`src/hdl/fnvcfd_pkg.sv`:
```
`timescale 1ns / 1ps
// Shared types and constants for the FNV-checked frame decoder.
// No dependencies; imported by every module of the block.
package fnvcfd_pkg;

   localparam int DEFAULT_POSITION_BITS = 24;
   localparam int LEN_WIDTH             = 24;
   localparam int CSR_INDEX_BITS        = 1;
   localparam int CSR_DATA_WIDTH        = 32;

   localparam int HDR_BYTES      = 13;
   localparam int POS_MAGIC_END  = 3;
   localparam int POS_LENGTH_END = 7;
   localparam int POS_TYPE       = 8;
   localparam int POS_CHECK_END  = 12;
   localparam int TYPE_MAX       = 8;

   localparam logic [LEN_WIDTH-1:0] MAX_LEN_RESET = 24'd65535;

   // Low halves of the 64-bit FNV basis and prime; the low 32 bits of the
   // 64-bit hash depend only on the low 32 bits of its operands.
   localparam logic [31:0] FNV_BASIS_LOW = 32'h8422_2325;
   localparam logic [31:0] FNV_PRIME_LOW = 32'h0000_01b3;

   localparam logic [CSR_INDEX_BITS-1:0] CSR_MAGIC_WORD       = 1'b0;
   localparam logic [CSR_INDEX_BITS-1:0] CSR_MAX_FRAME_LENGTH = 1'b1;

   typedef enum logic [2:0] {
      ST_IN_PROGRESS    = 3'd0,
      ST_OK             = 3'd1,
      ST_BAD_MAGIC      = 3'd2,
      ST_BAD_LENGTH     = 3'd3,
      ST_BAD_TYPE       = 3'd4,
      ST_CHECK_MISMATCH = 3'd5
   } frame_status_type;

   typedef struct packed {
      logic [7:0] stream_byte;
   } req_payload_type;

   typedef struct packed {
      logic [7:0]           payload_byte;
      logic                 has_payload;
      frame_status_type     frame_status;
      logic                 end_of_frame;
      logic [3:0]           message_type;
      logic [LEN_WIDTH-1:0] frame_length;
   } rsp_payload_type;

   typedef struct packed {
      logic            valid;
      rsp_payload_type data;
   } result_type;

endpackage

```
`src/hdl/fnvcfd_parser.sv`:
```
`timescale 1ns / 1ps
// Frame parser: header fields, limit checks and FNV-1a hash, one byte a beat.
// Depends on fnvcfd_pkg; produces at most one result per accepted byte.
module fnvcfd_parser #(
   parameter int POSITION_BITS = 24
) (
   input  logic                                 clock,
   input  logic                                 reset,
   input  logic                                 accept,
   input  logic [7:0]                           stream_byte,
   input  logic [31:0]                          magic_word,
   input  logic [fnvcfd_pkg::LEN_WIDTH-1:0]     max_frame_length,
   output fnvcfd_pkg::result_type               result
);
   import fnvcfd_pkg::*;

   localparam int CMP_WIDTH = ((POSITION_BITS > LEN_WIDTH) ? POSITION_BITS : LEN_WIDTH) + 1;
   localparam logic [32:0] POS_MAX = (33'd1 << POSITION_BITS) - 33'd1;

   logic [POSITION_BITS-1:0] pos_ff, pos_in;
   logic [31:0]              word_ff, word_in;
   logic [LEN_WIDTH-1:0]     exp_len_ff, exp_len_in;
   logic [3:0]               kept_type_ff, kept_type_in;
   logic [31:0]              check_ff, check_in;
   logic [31:0]              hash_ff, hash_in;

   logic [31:0]              word_next;
   logic [31:0]              hash_next;
   logic [POSITION_BITS:0]   pos_inc;
   logic                     in_header;
   logic                     len_bad;
   logic                     type_bad;
   logic                     last_byte;
   logic                     restart;

   assign in_header = pos_ff < POSITION_BITS'(HDR_BYTES);
   assign word_next = {stream_byte, word_ff[31:8]};
   assign hash_next = (hash_ff ^ {24'd0, stream_byte}) * FNV_PRIME_LOW;
   assign pos_inc   = {1'b0, pos_ff} + (POSITION_BITS+1)'(1);
   assign len_bad   = (word_next < 32'(HDR_BYTES))
                   || (word_next > {{(32-LEN_WIDTH){1'b0}}, max_frame_length})
                   || ({1'b0, word_next} > POS_MAX);
   assign type_bad  = (stream_byte == 8'd0) || (stream_byte > 8'(TYPE_MAX));
   assign last_byte = CMP_WIDTH'(pos_inc) >= CMP_WIDTH'(exp_len_ff);

   always_comb begin
      pos_in       = pos_ff;
      word_in      = word_ff;
      exp_len_in   = exp_len_ff;
      kept_type_in = kept_type_ff;
      check_in     = check_ff;
      hash_in      = hash_ff;
      restart      = 1'b0;
      result       = '0;
      if (accept) begin
         pos_in = pos_inc[POSITION_BITS-1:0];
         if (in_header) begin
            word_in = word_next;
            case (pos_ff)
               POSITION_BITS'(POS_MAGIC_END): begin
                  if (word_next != magic_word) begin
                     result.valid             = 1'b1;
                     result.data.frame_status = ST_BAD_MAGIC;
                     restart                  = 1'b1;
                  end
               end
               POSITION_BITS'(POS_LENGTH_END): begin
                  if (len_bad) begin
                     result.valid             = 1'b1;
                     result.data.frame_status = ST_BAD_LENGTH;
                     restart                  = 1'b1;
                  end
                  exp_len_in = word_next[LEN_WIDTH-1:0];
               end
               POSITION_BITS'(POS_TYPE): begin
                  if (type_bad) begin
                     result.valid             = 1'b1;
                     result.data.frame_status = ST_BAD_TYPE;
                     restart                  = 1'b1;
                  end
                  kept_type_in = stream_byte[3:0];
               end
               POSITION_BITS'(POS_CHECK_END): begin
                  check_in = word_next;
                  // header-only frame: hash is still the basis
                  if (exp_len_ff == LEN_WIDTH'(HDR_BYTES)) begin
                     result.valid             = 1'b1;
                     result.data.frame_status = (hash_ff == word_next) ? ST_OK
                                                                       : ST_CHECK_MISMATCH;
                     result.data.message_type = kept_type_ff;
                     restart                  = 1'b1;
                  end
               end
               default: ;
            endcase
            if (restart) begin
               result.data.end_of_frame = 1'b1;
               result.data.frame_length = LEN_WIDTH'(pos_inc);
            end
         end else begin
            hash_in                  = hash_next;
            result.valid             = 1'b1;
            result.data.payload_byte = stream_byte;
            result.data.has_payload  = 1'b1;
            if (last_byte) begin
               result.data.frame_status = (hash_next == check_ff) ? ST_OK : ST_CHECK_MISMATCH;
               result.data.end_of_frame = 1'b1;
               result.data.message_type = kept_type_ff;
               result.data.frame_length = exp_len_ff;
               restart                  = 1'b1;
            end
         end
         // drop the frame state after an end or an error
         if (restart) begin
            pos_in       = '0;
            word_in      = '0;
            exp_len_in   = '0;
            kept_type_in = '0;
            check_in     = '0;
            hash_in      = FNV_BASIS_LOW;
         end
      end
   end

   always_ff @(posedge clock) begin
      if (reset) begin
         pos_ff       <= '0;
         word_ff      <= '0;
         exp_len_ff   <= '0;
         kept_type_ff <= '0;
         check_ff     <= '0;
         hash_ff      <= FNV_BASIS_LOW;
      end else begin
         pos_ff       <= pos_in;
         word_ff      <= word_in;
         exp_len_ff   <= exp_len_in;
         kept_type_ff <= kept_type_in;
         check_ff     <= check_in;
         hash_ff      <= hash_in;
      end
   end

endmodule

```
`config.mk`:
```
export PLATFORM = sky130hd
export DESIGN_NAME = fnvcfd_parser
export DESIGN_NICKNAME = d
export VERILOG_FILES = /design/src/hdl/fnvcfd_pkg.sv /design/src/hdl/fnvcfd_parser.sv
export SDC_FILE = /design/constraint.sdc
export NUM_CORES = 1
export LEC_CHECK = 0
export BUFFER_PORTS_ARGS = -buffer_cell sky130_fd_sc_hd__buf_4
export CAP_MARGIN = 20
export CORE_MARGIN = 2
export CORE_UTILIZATION = 45
export DETAILED_ROUTE_END_ITERATION = 16
export PLACE_DENSITY = 0.63
export SLEW_MARGIN = 20
export SYNTH_ARGS = -nofsm -noshare
export SYNTH_HDL_FRONTEND = slang
export SYNTH_SLANG_ARGS = --single-unit
```
`constraint.sdc`:
```
create_clock -name clock -period 11.9 [get_ports clock]
set_input_delay 0 -clock clock [delete_from_list [all_inputs] [get_ports clock]]
set_output_delay 0 -clock clock [all_outputs]
set_load 0.01 [all_outputs]
```
==> qor.csv <==
metric,value,unit
synth.mux.area_fraction,0.3023,%
netlist_area,13240,µm²
post-route-util,51.71,%
synth_xor_area_share,11.05,%
netSwitchingFraction,36.46,%
via_per_inst,5.785,
nets,1880,
post-cts-setup-buffer-count,0,
cts_resized,0,
synth_fa_ha_area_share,25.34,%
grt_use_met2,44.64,%
synth_top_area_share,21.16,%
cts_sinks,140,
cts_buffer_depth,2,
path_class,register to primary output,
initial_core_util,45.89,%
cp_common_cell,fa_1,
r2r_slack,6150,ps
fin_skew,10.56,ps
clk_pin_slew,60,ps
cp.required,11900,ps
synth_cell_types,68,
seq_area,2803,µm²
slew_headroom,43.85,%
cap_violations,0,
yosys_register_bits,140,
die_x,175.5,µm
multiInputGateArea,9300,µm²
slew_violations,0,
period_share,54.33,%
netlist_top_cells_area,"dfxtp_1, fa_1, ha_1",
yosysMostFrequentCell,inv_1,
synth_simple_gate_area_share,16.80,%
startpoint_type,register,
grt-ovfl-total,0,
cpPeakStageDelay,550,ps
h-tree-depth,4,
power_density,111.4,nW/µm²
hold_path_class,input port to register,
synth_top_area_cell,dfxtp_1,
r2r_end,hash_ff[31],
fp.coreArea,28860,µm²
post_route_cells_drive_above_1_share,10.34,%
die_area,30820,µm²
insertion_delay,430,ps
fmax,0.1547,GHz
port-buffer-count,108,
crit_path_cell_trace,xor2_1 > and2_1 > inv_1 > fa_1 > fa_1 > fa_1 > inv_1 > ha_1 > o21ai_0 > a21oi_1 > a211oi_1 > or2_2 > nor2_1 > or4_1 > a311oi_1 > o2111ai_1 > nor4_1 > a41oi_1 > buf_4,
ant_nets,0,
synth_top_family_by_area,adder cells,
syn_nets,1829,
cts_inserted_buffers,17,
drc,0,
antenna_cells,0,
place_hpwl,32320,µm
busiest_layer,met2,
rows,62,
cts_tree,done,
num_vias,11564,
crit_fanout,5,
arrival,6470,ps
setup_viol,0,
worstRegToRegCells,18,
synth_compound_area_share,16.60,%
yosysWarnings,0,
cp_slowest_cell,fa_1,
grt_max_degree,62,
area_growth,12.69,%
grt_pass1_wl,65320,µm
wl_per_cell,20.85,µm
place_congestion,0.9134,
p_leak,6.835,nW
timing.hold.ws,44.57,ps
sequentialPowerShare,29.3,%
crit_path_start,hash_ff[0],
hp-start,accept,
pin_count,109,
synth_ff_type,dfxtp_1,
syn_inst,1552,
r2r_start,hash_ff[0],
synth-async-reset-ratio,0,%
antenna_found_initial,0,
synth_edf_count,0,
dr.pass1.iters,5,
peakVddDrop,0.00007641,V
pwr-share-comb,37.4,%
finalHoldViolations,0,
power_frac_clock,33.3,%
outcome,completed,
seq_area_frac_synth,21.16,%
rsz0062_at_grt,false,
track_usage,27.54,%
crit_end,result[31],
period_minus_slack,6466,ps
worst_pin_slew,835.9,ps
syn_area_per_cell,8.533,µm²
cts_root_buffer,clkbuf_16,
grt_use_met3,3.701,%
fin_setup_tns,0,ps
drt-total-wl,41690,µm
p_int,1.056,mW
met1_usage,38.03,%
yosys-top-cells-count,"inv_1, dfxtp_1, ha_1",
switchingPower,606.0,µW
grt_pass1_vias,11418,
drt-initial-drc-count,996,
nFillCells,2785,
worstSetupEndpointType,primary output,
die_y,175.5,µm
==> power by group through the flow <==
| stage | Clock [mW] | Combinational (mW) | Sequential, mW |
|---|---|---|---|
| after detailed placement | 0 | 0.610 | 0.498 |
| final | 0.553 | 0.622 | 0.488 |
| after CTS | 0.558 | 0.617 | 0.487 |
| after global placement | 0 | 0.603 | 0.497 |
| after floorplan | 0 | 0.455 | 0.485 |
| after global routing | 0.575 | 0.693 | 0.488 |
==> critical path, delay by kind of cell (launching register included) <==
family | cells | cell delay, ps
AOI/OAI and AO/OA | 6 | 1520
DFF | 1 | 410
buffers and inverters | 3 | 330
adders and majority gates | 4 | 1950
xor gates and xnor gates | 1 | 460
and+or+nand+nor | 5 | 1360
==> per-stage QoR <==
step                      setup slack [ps]  cells  area [µm²]  power [mW]
final                                 5434   1999       14920       1.662
after global routing                  4876   1999       14920       1.755
after CTS                             5475   1999       14920       1.663
after detailed placement              5955   1960       14240       1.108
after global placement                6048   1958       14220       1.101
after floorplan                       6648   1552       13240      0.9401
==> area by class of cell <==
| class | count | area share (%) |
|---|---|---|
| repair buffers | 126 | 6.498 |
| flip-flops and latches | 140 | 18.78 |
| clock inverters | 12 | 1.082 |
| well taps | 384 | 3.220 |
| clock buffers | 19 | 2.968 |
| multi-input cells | 1114 | 62.32 |
| inverters | 204 | 5.131 |
==> worst min-delay path by stage <==
stage / endpoint / depth (start not counted)
2_1_floorplan: check_ff[28] / 2
3_3_place_gp: word_ff[29] / 3
3_5_place_dp: check_ff[29] / 2
4_1_cts: pos_ff[10] / 3
5_1_grt: pos_ff[4] / 3
6_report: pos_ff[11] / 3
==> cell families (layout without fill, tap and decap cells) <==
group                    Yosys count  in the layout
AND/OR/NAND/NOR                  420            420
multiplexers                       4              4
buffers and inverters            298            361
AO/OA/AOI/OAI                    316            316
XOR/XNOR                         164            164
adder cells (fa/ha/maj)          210            210
flip-flops                       140            140
==> per-layer routing <==
layer | wire (µm) | up-vias
met5 | 0 | -
met4 | 1321 | 0
met3 | 2868 | 74
met1 | 18470 | 5586
met2 | 19030 | 453
li1 | - | 5451
==> cell usage in the layout, fill, tap and decap left out, types with 4 or more instances in the layout <==
cell type / synthesis / layout
buf_4: 1 / 117
o21a_1: 11 / 11
and3_1: 46 / 46
nand3_1: 68 / 68
a21o_1: 25 / 25
a211oi_1: 11 / 11
nor3_1: 19 / 19
and2_1: 11 / 11
dfxtp_1: 140 / 140
o21ai_0: 45 / 45
xnor2_1: 56 / 56
or2_2: 9 / 9
a21oi_1: 84 / 84
a31oi_1: 7 / 7
nor2b_1: 10 / 10
o211ai_1: 5 / 5
a22o_1: 67 / 67
o2111ai_1: 5 / 5
nand2b_1: 11 / 11
o31ai_1: 6 / 6
clkbuf_16: 0 / 17
nand2_1: 90 / 90
xor2_1: 106 / 106
nor4_1: 41 / 41
a22oi_1: 4 / 4
a32o_1: 6 / 6
a211o_1: 4 / 4
o22a_1: 7 / 7
a31o_2: 4 / 4
inv_1: 204 / 204
or4_1: 6 / 6
fa_1: 97 / 97
dlygate4sd3_1: 0 / 8
nand4_1: 24 / 24
nor2_1: 61 / 61
ha_1: 113 / 113
mux2i_1: 4 / 4
a2111oi_0: 5 / 5
==> registers in the layout, indices dropped and copies added (netlist names) <==
name,count
check_ff,32
hash_ff,32
exp_len_ff,24
pos_ff,24
word_ff,24
kept_type_ff,4
==> timing repair <==
action | CTS | global route
hold endpoints to repair | 16 | 0
setup endpoints to repair | 0 | 0
hold buffers | 8 | 0
(Power assumes the default switching activity.)
