[src/hdl/fnvcfd_pkg.sv]
`timescale 1ns / 1ps
// Shared types and constants for the FNV-checked frame decoder.
// No dependencies; imported by every module of the block.
package fnvcfd_pkg;

   localparam int DEFAULT_POSITION_BITS = 24;
   localparam int LEN_WIDTH             = 24;
   localparam int CSR_INDEX_BITS        = 1;
   localparam int CSR_DATA_WIDTH        = 32;

   localparam int HDR_BYTES      = 13;
   localparam int POS_MAGIC_END  = 3;
   localparam int POS_LENGTH_END = 7;
   localparam int POS_TYPE       = 8;
   localparam int POS_CHECK_END  = 12;
   localparam int TYPE_MAX       = 8;

   localparam logic [LEN_WIDTH-1:0] MAX_LEN_RESET = 24'd65535;

   // Low halves of the 64-bit FNV basis and prime; the low 32 bits of the
   // 64-bit hash depend only on the low 32 bits of its operands.
   localparam logic [31:0] FNV_BASIS_LOW = 32'h8422_2325;
   localparam logic [31:0] FNV_PRIME_LOW = 32'h0000_01b3;

   localparam logic [CSR_INDEX_BITS-1:0] CSR_MAGIC_WORD       = 1'b0;
   localparam logic [CSR_INDEX_BITS-1:0] CSR_MAX_FRAME_LENGTH = 1'b1;

   typedef enum logic [2:0] {
      ST_IN_PROGRESS    = 3'd0,
      ST_OK             = 3'd1,
      ST_BAD_MAGIC      = 3'd2,
      ST_BAD_LENGTH     = 3'd3,
      ST_BAD_TYPE       = 3'd4,
      ST_CHECK_MISMATCH = 3'd5
   } frame_status_type;

   typedef struct packed {
      logic [7:0] stream_byte;
   } req_payload_type;

   typedef struct packed {
      logic [7:0]           payload_byte;
      logic                 has_payload;
      frame_status_type     frame_status;
      logic                 end_of_frame;
      logic [3:0]           message_type;
      logic [LEN_WIDTH-1:0] frame_length;
   } rsp_payload_type;

   typedef struct packed {
      logic            valid;
      rsp_payload_type data;
   } result_type;

endpackage

[src/hdl/fnvcfd_out_reg.sv]
`timescale 1ns / 1ps
// Two-entry output register (main plus skid) for result beats.
// Depends on fnvcfd_pkg; ready towards the parser is registered.
module fnvcfd_out_reg (
   input  logic                             clock,
   input  logic                             reset,
   input  fnvcfd_pkg::result_type           result,
   output logic                             can_take,
   output logic                             rsp_valid,
   input  logic                             rsp_ready,
   output fnvcfd_pkg::rsp_payload_type      rsp_payload
);
   import fnvcfd_pkg::*;

   logic            main_valid_ff, skid_valid_ff;
   rsp_payload_type main_ff, skid_ff;
   logic            pop;

   assign pop         = main_valid_ff && rsp_ready;
   assign can_take    = !skid_valid_ff;
   assign rsp_valid   = main_valid_ff;
   assign rsp_payload = main_ff;

   always_ff @(posedge clock) begin
      if (reset) begin
         main_valid_ff <= 1'b0;
         skid_valid_ff <= 1'b0;
      end else if (pop) begin
         if (skid_valid_ff) begin
            main_ff       <= skid_ff;
            skid_valid_ff <= 1'b0;
         end else if (result.valid) begin
            main_ff <= result.data;
         end else begin
            main_valid_ff <= 1'b0;
         end
      end else if (result.valid) begin
         // main if empty, else park the beat in skid while main waits
         if (!main_valid_ff) begin
            main_ff       <= result.data;
            main_valid_ff <= 1'b1;
         end else begin
            skid_ff       <= result.data;
            skid_valid_ff <= 1'b1;
         end
      end
   end

endmodule

[config.mk]
export PLATFORM = sky130hd
export DESIGN_NAME = fnvcfd_out_reg
export DESIGN_NICKNAME = d
export VERILOG_FILES = /design/src/hdl/fnvcfd_pkg.sv /design/src/hdl/fnvcfd_out_reg.sv
export SDC_FILE = /design/constraint.sdc
export NUM_CORES = 1
export LEC_CHECK = 0
export ABC_AREA = 0
export ABC_CLOCK_PERIOD_IN_PS = 5300
export BUFFER_PORTS_ARGS = -buffer_cell sky130_fd_sc_hd__buf_2
export CAP_MARGIN = 0
export CORE_MARGIN = 10
export CORE_UTILIZATION = 35
export CTS_CLUSTER_DIAMETER = 150
export CTS_CLUSTER_SIZE = 8
export DETAILED_ROUTE_END_ITERATION = 10
export GPL_ROUTABILITY_DRIVEN = 0
export SYNTH_ARGS = -nofsm -noshare
export SYNTH_HDL_FRONTEND = slang
export SYNTH_SLANG_ARGS = --single-unit
export TNS_END_PERCENT = 100
[constraint.sdc]
create_clock -name clock -period 5.3 [get_ports clock]
set_clock_uncertainty 0.1 [all_clocks]
set_input_delay 0.265 -clock clock [delete_from_list [all_inputs] [get_ports clock]]
set_output_delay 0.265 -clock clock [all_outputs]
set_load 0.02 [all_outputs]
==> impl_metrics.py, run 1 <==
metrics = {
    "outcome": {
        "outcome": "completed",
    },
    "critical_path": {
        "cp.arrival_ns": 2.04,
        "end_kind": "register",
        "worstPathCellList": "nand3_4 > mux2_4",
        "worstSetupPathType": "reg2reg",
        "crit_start": "rsp_valid$_SDFFE_PP0P_",
        "critPathLaunchType": "register",
        "r2r-start": "rsp_valid$_SDFFE_PP0P_",
        "required_ns": 5.29,
        "slowest_delay_ns": 0.67,
        "crit_family": "simple AND/OR/NAND/NOR gates",
        "slowest_stage": "nand3_4",
        "worstPathMaxFanout": 41,
        "worst-path-buf-inv": 0,
    },
    "die": {
        "num_rows": 35,
        "die_h_um": 116,
        "die_area_mm2": 0.0135,
        "dieWidth_um": 116,
        "ioPinCount": 88,
        "core_area_mm2": 0.00911,
        "initial_utilization_pct": 35.5,
    },
    "logic_synthesis": {
        "synth_area_leader_cell": "edfxtp_1",
        "synth.cell_area_mm2": 0.00323,
        "synth-seq-area-share_pct": 77.4,
        "synth_top_area_share_pct": 76.2,
        "syn_inst": 140,
        "yosys_register_bits": 84,
        "syn_nets": 185,
        "synth.distinct_cells": 14,
        "ys_warn_count": 0,
        "syn_avg_cell_area_um2": 23.1,
        "synth.top_cells.by_area": "edfxtp_1 76%, mux2_4 19%, buf_6 1.4%",
    },
    "global_route": {
        "gr-max-usage-layer": "met2",
        "use_met1_pct": 10.1,
        "gr-usage-met2_pct": 16.0,
        "antenna_found_initial": 0,
        "gr-usage-all-layers_pct": 9.38,
        "overflow": 0,
        "use_met3_pct": 2.72,
        "first_global_vias": 1866,
        "grt_max_degree": 42,
        "grt_pass1_wl_um": 9560,
    },
    "route": {
        "totalWireLength_um": 6270,
        "postRouteAntennaNets": 0,
        "drtPass1Iterations": 4,
        "viasPerCell": 4.39,
        "vias": 1654,
        "wl_per_cell_um": 16.6,
        "drc_errors": 0,
        "drt_iter0_markers": 106,
    },
    "power_and_ir_drop": {
        "p_per_area_mw_per_mm2": 310,
        "max-vdd-ir-drop_mv": 0.105,
        "power.leakage_uw": 0.00173,
    },
    "clock_tree": {
        "ctsHtreeMaxLevel": 3,
        "cts_hold_buffers": 26,
        "clk_path_buf_depth": 2,
        "cts_resized": 0,
        "numCtsBuffers": 9,
        "post_cts_buffers": 0,
        "clk_latency_ns": 0.34,
        "cts_tree": "done",
        "clockRootBuffer": "clkbuf_8",
        "numClockSinks": 84,
        "clkTransAtPathRegs_ns": 0.08,
    },
    "timing": {
        "tightest_slew_ns": 0.946,
        "slew_headroom_pct": 36.9,
        "tns_ns": 0,
        "period_minus_slack_ns": 2.05,
        "fmax_mhz": 487,
        "fin_crit_sh_pct": 38.7,
        "hold_violations": 0,
        "finalSetupViolations": 0,
        "hold_ws_ns": 0.0254,
        "rsz0062_at_grt": "false",
        "drv_slew": 0,
    },
    "cells_and_area": {
        "fin_nets": 306,
        "drive_gt1_share_pct": 54.5,
        "antenna_cells": 0,
        "synthToLayoutAreaGrowth_pct": 30.7,
    },
    "hold_path": {
        "hold_class": "in2reg",
        "holdCritStartpoint": "result[20]",
    },
    "place": {
        "portBuffers": 87,
    },
    "run": {
        "cap_violations": 0,
    },
}
placed cells by master, fill, tap and decap left out, types with 2 or more instances in the layout:
cell type / count
clkbuf_8: 9
clkinv_1: 3
buf_2: 87
dlygate4sd3_1: 26
dfxtp_1: 2
edfxtp_1: 82
mux2_4: 40
a21oi_1: 3
worst paths after layout:
check        depth (start not counted)  slack, ns                   endpoint
max reg2reg                          2       3.25  rsp_payload[13]$_DFFE_PP_
max                                  2       3.25  rsp_payload[13]$_DFFE_PP_
min                                  1       0.03      skid_ff[20]$_DFFE_PP_
min reg2reg                          1       0.45   rsp_payload[2]$_DFFE_PP_
power breakdown:
| group | total, uW | switching (uW) | internal (uW) | leakage [uW] |
|---|---|---|---|---|
| registers | 759 | 6.34 | 752 | 0.000770 |
| logic | 115 | 55.2 | 59.5 | 0.000868 |
| clock network | 437 | 221 | 216 | 0.0000923 |
routing by layer:
metal / vias up / wire, um
li1: 795 / -
met1: 802 / 2580
met2: 48 / 3180
met3: 9 / 397
met4: 0 / 111
met5: - / 0
kinds of logic after synthesis:
kind of cell,synth area share (%)
flops,77.4
mux,18.9
simple gates,1.47
buf+inv,1.51
compound gates,0.697
metrics by stage:
stage,power (uW),std cells,utilization (%),area (um^2),worst slack (ns)
floorplan,832,140,-,3230,1.19
global placement,873,335,41.5,3780,3.28
detailed placement,876,335,41.5,3780,3.24
CTS,1330,377,46.4,4230,3.22
global route,1360,377,46.4,4230,3.08
finish,1310,377,46.4,4230,3.25
sequential cells by signal (all words and copies together), names as in the netlist:
signal / count
rsp_valid: 1
skid_ff: 41
skid_valid_ff: 1
rsp_payload: 41
cell usage after synthesis:
cell / number
mux2_2: 1
and3b_1: 1
inv_1: 1
nor3_1: 1
nand3_4: 1
nor2b_1: 1
mux2_4: 40
buf_6: 4
nand2b_1: 1
edfxtp_1: 82
dfxtp_1: 2
nor2_1: 1
a21oi_1: 3
a211oi_1: 1
worst register-to-register path, stage by stage, from the launching register on:
cell and delay [ns]:
dfxtp_1 0.47, nand3_4 0.67, mux2_4 0.57
area by class of cell:
| type | instances | area, um^2 |
|---|---|---|
| timing repair buffer | 114 | 703 |
| tap | 111 | 139 |
| clock inverter | 7 | 66.3 |
| clock buffer | 9 | 124 |
| fill | 806 | 4880 |
| sequential | 84 | 2500 |
| multi-input combinational | 51 | 688 |
| inverter | 1 | 3.75 |
No activity file was read; power rests on OpenSTA's default activity.
==> run 2, diff against run 1 <==
- ABC_AREA: 0 -> 1
- ABC_CLOCK_PERIOD_IN_PS: 5300 -> 1700
- clock period: 5.3 -> 1.7 ns (I/O delays scaled with it)
==> run 2 against run 1 <==
Final area increased by 2.1%. Clock-buffer cell count increased by 2. Wire length increased by 4.4%. Largest cell class unchanged. Power increased to 3.1 times the previous value.
==> impl_metrics.py, run 2 <==
metrics = {
    "outcome": {
        "outcome": "completed",
    },
    "logic_synthesis": {
        "syn_nets": 278,
        "netlist_top_cells_count": "130 x nand2_1, 82 x edfxtp_1, 5 x inv_1",
        "ys_warn_count": 0,
        "synth.top_cells.by_area": "edfxtp_1 79%, nand2_1 16%, buf_6 1.4%",
        "synth.distinct_cells": 11,
        "synth-edff-count": 82,
        "synth_area_leader_cell": "edfxtp_1",
        "syn_avg_cell_area_um2": 13.3,
        "synth_ff_type": "edfxtp_1",
        "synth.cell_area_mm2": 0.00311,
        "yosys_register_bits": 84,
        "synth.most_common_cell": "nand2_1",
        "async_flop_share_pct": 0,
        "synth-seq-area-share_pct": 80.5,
        "synth_top_area_share_pct": 79.3,
        "syn_inst": 233,
    },
    "die": {
        "dieWidth_um": 114,
        "die_h_um": 114,
        "ioPinCount": 88,
        "initial_utilization_pct": 35.8,
        "num_rows": 34,
        "die_area_mm2": 0.0130,
        "core_area_mm2": 0.00868,
    },
    "cells_and_area": {
        "seq_area_mm2": 0.00251,
        "multi_input_area_um2": 543,
        "fin_nets": 415,
        "fill_cells": 810,
        "antenna_cells": 0,
        "final_cell_area_mm2": 0.00431,
        "synthToLayoutAreaGrowth_pct": 38.9,
        "final_cell_mix": "130 x nand2_1, 87 x buf_2, 82 x edfxtp_1, 43 x dlygate4sd3_1, 9 x clkbuf_8",
        "final_common_cell": "nand2_1",
        "drive_gt1_share_pct": 29.3,
    },
    "global_route": {
        "first_global_vias": 2226,
        "grt_pass1_wl_um": 11000,
        "grt_max_degree": 42,
        "gr-usage-all-layers_pct": 10.7,
        "antenna_found_initial": 0,
        "overflow": 0,
    },
    "critical_path": {
        "slowest_stage": "dlygate4sd3_1",
        "slowest_delay_ns": 0.53,
        "r2r_cells": 3,
        "cp.arrival_ns": 1.32,
        "end_kind": "register",
        "rr_endpoint": "rsp_payload[22]$_DFFE_PP_",
        "rrSetupSlack_ns": 0.31,
        "required_ns": 1.62,
        "crit_family": "buffers and inverters",
        "r2r-start": "skid_valid_ff$_SDFFE_PP0P_",
        "worst-path-buf-inv": 4,
        "worstPathMaxFanout": 41,
        "critPathLaunchType": "primary input",
        "worstSetupPathType": "in2reg",
        "worstPathCellList": "dlygate4sd3_1 > buf_2 > inv_1 > nand2_1 > nor2_4 > buf_12",
    },
    "timing": {
        "hold_violations": 0,
        "slew_headroom_pct": 71.8,
        "fmax_mhz": 714,
        "drv_slew": 0,
        "finalSetupViolations": 0,
        "fin_crit_sh_pct": 82.4,
        "tightest_slew_ns": 0.422,
        "hold_ws_ns": 0.0519,
        "period_minus_slack_ns": 1.40,
        "rsz0062_at_grt": "false",
    },
    "clock_tree": {
        "clk_path_buf_depth": 2,
        "clk_latency_ns": 0.33,
        "cts_tree": "done",
        "numClockSinks": 84,
        "ctsHtreeMaxLevel": 3,
        "post_cts_buffers": 0,
        "clockRootBuffer": "clkbuf_8",
        "numCtsBuffers": 9,
        "clkTransAtPathRegs_ns": 0.08,
    },
    "route": {
        "wl_per_cell_um": 13.6,
        "postRouteAntennaNets": 0,
        "totalWireLength_um": 6550,
        "drtPass1Iterations": 4,
        "vias": 2046,
        "viasPerCell": 4.24,
        "drc_errors": 0,
        "drt_iter0_markers": 69,
    },
    "hold_path": {
        "hold_class": "in2reg",
        "hold_depth": 4,
        "holdCritStartpoint": "rsp_ready",
        "min_to": "skid_valid_ff$_SDFFE_PP0P_",
    },
    "power_and_ir_drop": {
        "power.leakage_uw": 0.00181,
        "p_per_area_mw_per_mm2": 945,
        "max-vdd-ir-drop_mv": 0.376,
    },
    "place": {
        "hpwl_um": 4290,
        "place_area_mm2": 0.00370,
        "portBuffers": 87,
    },
    "run": {
        "cap_violations": 0,
    },
}
==> run 2: per-layer routing <==
layer  up-vias  wire (um)  global-route usage [%]
met2        58       3310                    17.6
met5         -          0                       0
met3         6        436                    3.67
li1       1053          -                       -
met4         0         70                    5.26
met1       929       2730                    12.1
==> run 2: cell families after synthesis <==
group	after synthesis	synth area share [%]
AOI/OAI and AO/OA	2	0.322
buffers and inverters	14	2.82
and+or+nand+nor	133	16.3
DFF	84	80.5
==> run 2: worst max-delay path by stage <==
| stage | slack (ns) | start | cells after the start | to |
|---|---|---|---|---|
| 6_report | 0.30 | reset | 6 | skid_ff[5]$_DFFE_PP_ |
| 5_1_grt | 0.24 | skid_valid_ff$_SDFFE_PP0P_ | 3 | rsp_payload[20]$_DFFE_PP_ |
| 4_1_cts | 0.17 | skid_valid_ff$_SDFFE_PP0P_ | 4 | rsp_payload[27]$_DFFE_PP_ |
| 3_5_place_dp | 0.19 | skid_valid_ff$_SDFFE_PP0P_ | 4 | rsp_payload[39]$_DFFE_PP_ |
| 3_3_place_gp | 0.24 | skid_valid_ff$_SDFFE_PP0P_ | 4 | rsp_payload[18]$_DFFE_PP_ |
| 2_1_floorplan | -0.19 | rsp_valid$_SDFFE_PP0P_ | 3 | rsp_payload[0]$_DFFE_PP_ |
==> run 2: through the flow <==
| step | power, uW | utilization, % | setup slack [ns] | std cells | setup TNS [ns] |
|---|---|---|---|---|---|
| finish | 4080 | 49.7 | 0.299 | 483 | 0 |
| detailed placement | 2730 | 42.6 | 0.195 | 424 | 0 |
| CTS | 4150 | 49.7 | 0.167 | 483 | 0 |
| global route | 4270 | 49.7 | 0.240 | 483 | 0 |
| global placement | 2720 | 42.6 | 0.238 | 424 | 0 |
| floorplan | 2580 | - | -0.189 | 233 | -7.73 |
==> run 2: repair_timing <==
| action | 4_1_cts | 5_1_grt |
|---|---|---|
| endpoints found under the setup margin | 0 | 4 |
| resized for setup | 0 | 2 |
| hold buffers | 43 | 0 |
| endpoints found under the hold margin | 84 | 0 |
==> run 2: worst reg2reg max path, stage by stage (launching register included) <==
cell,delay [ns]
dfxtp_1,0.39
nand3_4,0.13
a21oi_4,0.19
buf_12,0.25
==> run 2: power breakdown <==
group	internal (uW)	total [uW]	switching, uW
logic	171	371	199
clock network	673	1330	653
registers	2360	2380	21.0
total	3200	4080	873
==> run 2: layout make-up <==
type / instances / area share (%)
flip-flops and latches: 84 / 58.1
well taps: 108 / 3.13
multi-input cells: 135 / 12.6
repair buffers: 134 / 21.3
clock inverters: 5 / 1.22
clock buffers: 11 / 3.05
inverters: 6 / 0.580
==> run 3, diff against run 2 <==
- ABC_CLOCK_PERIOD_IN_PS: 1700 -> 1280
- clock period: 1.7 -> 1.28 ns (I/O delays scaled with it)
==> run 3 against run 2 <==
The run now ends with hold timing, setup timing left. Core utilization rose by 4.0 points. Combinational power rose by 58%. Non-clock buffer count rose by 16. Global-route usage barely moved. Hold slack got worse by 0.061 ns. Sequential power rose by 33%. Register-to-register slack got worse by 0.36 ns. Critical path type is now reg2reg. Largest power group unchanged.
==> impl_metrics.py, run 3 (synthesis results as in run 2) <==
metrics = {
    "critical_path": {
        "end_kind": "register",
        "critPathLaunchType": "register",
        "required_ns": 1.25,
        "worstPathMaxFanout": 7,
        "worstSetupPathType": "reg2reg",
        "cp.arrival_ns": 1.30,
    },
    "cells_and_area": {
        "fill_cells": 757,
        "synthToLayoutAreaGrowth_pct": 50.1,
        "multi_input_area_um2": 551,
        "final_cell_area_mm2": 0.00466,
        "antenna_cells": 0,
        "fin_util_pct": 53.7,
        "final_common_cell": "nand2_1",
        "drive_gt1_share_pct": 33.7,
        "seq_area_mm2": 0.00251,
        "final_cell_mix": "127 x nand2_1, 87 x buf_2, 82 x edfxtp_1, 42 x dlygate4sd3_1, 9 x clkbuf_8",
        "fin_nets": 432,
    },
    "die": {
        "die_h_um": 114,
        "ioPinCount": 88,
        "initial_utilization_pct": 35.8,
        "num_rows": 34,
        "core_area_mm2": 0.00868,
        "dieWidth_um": 114,
        "die_area_mm2": 0.0130,
    },
    "clock_tree": {
        "numCtsBuffers": 9,
        "ctsHtreeMaxLevel": 3,
        "numClockSinks": 84,
        "clk_latency_ns": 0.34,
        "clkTransAtPathRegs_ns": 0.08,
        "clk_path_buf_depth": 2,
        "clockRootBuffer": "clkbuf_8",
        "cts_tree": "done",
    },
    "timing": {
        "hold_violations": 1,
        "fmax_mhz": 751,
        "fin_ws_ns": -0.0514,
        "tightest_slew_ns": 0.192,
        "rsz0062_at_grt": "true",
        "slew_headroom_pct": 87.2,
        "period_minus_slack_ns": 1.33,
        "fin_crit_sh_pct": 104,
        "hold_ws_ns": -0.00887,
        "finalSetupViolations": 80,
        "drv_slew": 0,
    },
    "place": {
        "portBuffers": 87,
        "hpwl_um": 4390,
        "place_area_mm2": 0.00373,
        "pre_cts_slack_ns": -0.210,
    },
    "power_and_ir_drop": {
        "pwr-share-seq_pct": 54.7,
        "max-vdd-ir-drop_mv": 0.635,
        "switchingPower_uw": 1250,
        "p_sw_share_pct": 21.7,
        "p_per_area_mw_per_mm2": 1240,
        "clockPowerShare_pct": 35.1,
        "p_int_uw": 4520,
        "power.leakage_uw": 0.00197,
        "p_comb_share_pct": 10.2,
    },
    "run": {
        "cap_violations": 0,
    },
    "route": {
        "totalWireLength_um": 7870,
        "postRouteAntennaNets": 0,
        "drtPass1Iterations": 4,
        "drc_errors": 0,
        "viasPerCell": 4.31,
        "drt_iter0_markers": 82,
        "vias": 2154,
        "wl_per_cell_um": 15.7,
    },
    "hold_path": {
        "hold_class": "in2reg",
    },
    "global_route": {
        "gr-usage-all-layers_pct": 10.6,
        "grt_pass1_wl_um": 11100,
        "overflow": 0,
        "grt_max_degree": 42,
        "antenna_found_initial": 0,
        "first_global_vias": 2277,
    },
    "outcome": {
        "outcome": "finished with violations",
        "violations": "hold timing, setup timing",
    },
}
-- run 3: changes by cell type in the layout (fill, tap and decap cells not counted), moves of 2 or more --
cell and delta:
buf_12 +5, clkbuf_16 +5, buf_4 +3, nand2_1 -3, buf_6 +2, clkinv_2 -2
nand2_2 +3
-- run 3: layout make-up --
cell class                      count  area share (%)
Inverter                            6           0.751
Tap cell                          108            2.90
Clock inverter                      6            1.91
Timing Repair inverter              1           0.188
Timing Repair Buffer              150            25.9
Clock buffer                       10            2.74
Sequential cell                    84            53.8
Multi-Input combinational cell    135            11.8
-- run 3: power by group through the flow --
stage | registers (uW) | logic (uW) | clock network, uW
finish | 3160 | 588 | 2030
global route | 3170 | 649 | 2220
CTS | 3160 | 517 | 2090
detailed placement | 3220 | 415 | 0
global placement | 3220 | 407 | 0
floorplan | 3300 | 129 | 0
-- run 3: routing by layer --
layer  part of all wire [%]  global-route usage (%)  wire length, um  up-vias
met5                      0                       0                0        -
met4                    1.0                    3.93               79        0
met3                    6.1                    4.61              482        9
met2                     47                    17.1             3710       65
met1                     46                    12.4             3600      986
li1                       -                       -                -     1094
-- run 3: per-stage QoR --
stage / instances / power (uW) / TNS (ns)
6_report: 500 / 5770 / -2.26
2_1_floorplan: 233 / 3430 / -40.05
4_1_cts: 486 / 5760 / -4.82
3_5_place_dp: 427 / 3640 / -10.22
3_3_place_gp: 427 / 3630 / -6.64
5_1_grt: 500 / 6030 / -8.23
-- run 3: path summary, 6_finish.rpt --
check,startpoint,endpoint,slack (ns),cells past startpoint
worst max-delay path,rsp_valid$_SDFFE_PP0P_,rsp_payload[38]$_DFFE_PP_,-0.05,4
worst min-delay path,rsp_ready,skid_valid_ff$_SDFFE_PP0P_,-0.009,4
worst max register to register,rsp_valid$_SDFFE_PP0P_,rsp_payload[38]$_DFFE_PP_,-0.05,4
worst min register to register,skid_ff[19]$_DFFE_PP_,rsp_payload[19]$_DFFE_PP_,0.41,2
-- run 3: timing repair --
| action | 4_1_cts | 5_1_grt |
|---|---|---|
| pin swaps | 0 | 3 |
| setup buffers | 0 | 5 |
| gates resized for setup | 2 | 13 |
| setup endpoints to repair | 107 | 123 |
| hold endpoints to repair | 84 | 0 |
| hold buffers | 43 | 0 |
| gates cloned | 0 | 9 |
-- run 3: worst max-delay path, cell delays in order (launching register included) --
cell	delay [ns]
dfxtp_4	0.39
nand3_4	0.11
a21oi_4	0.16
buf_12	0.15
clkbuf_16	0.15
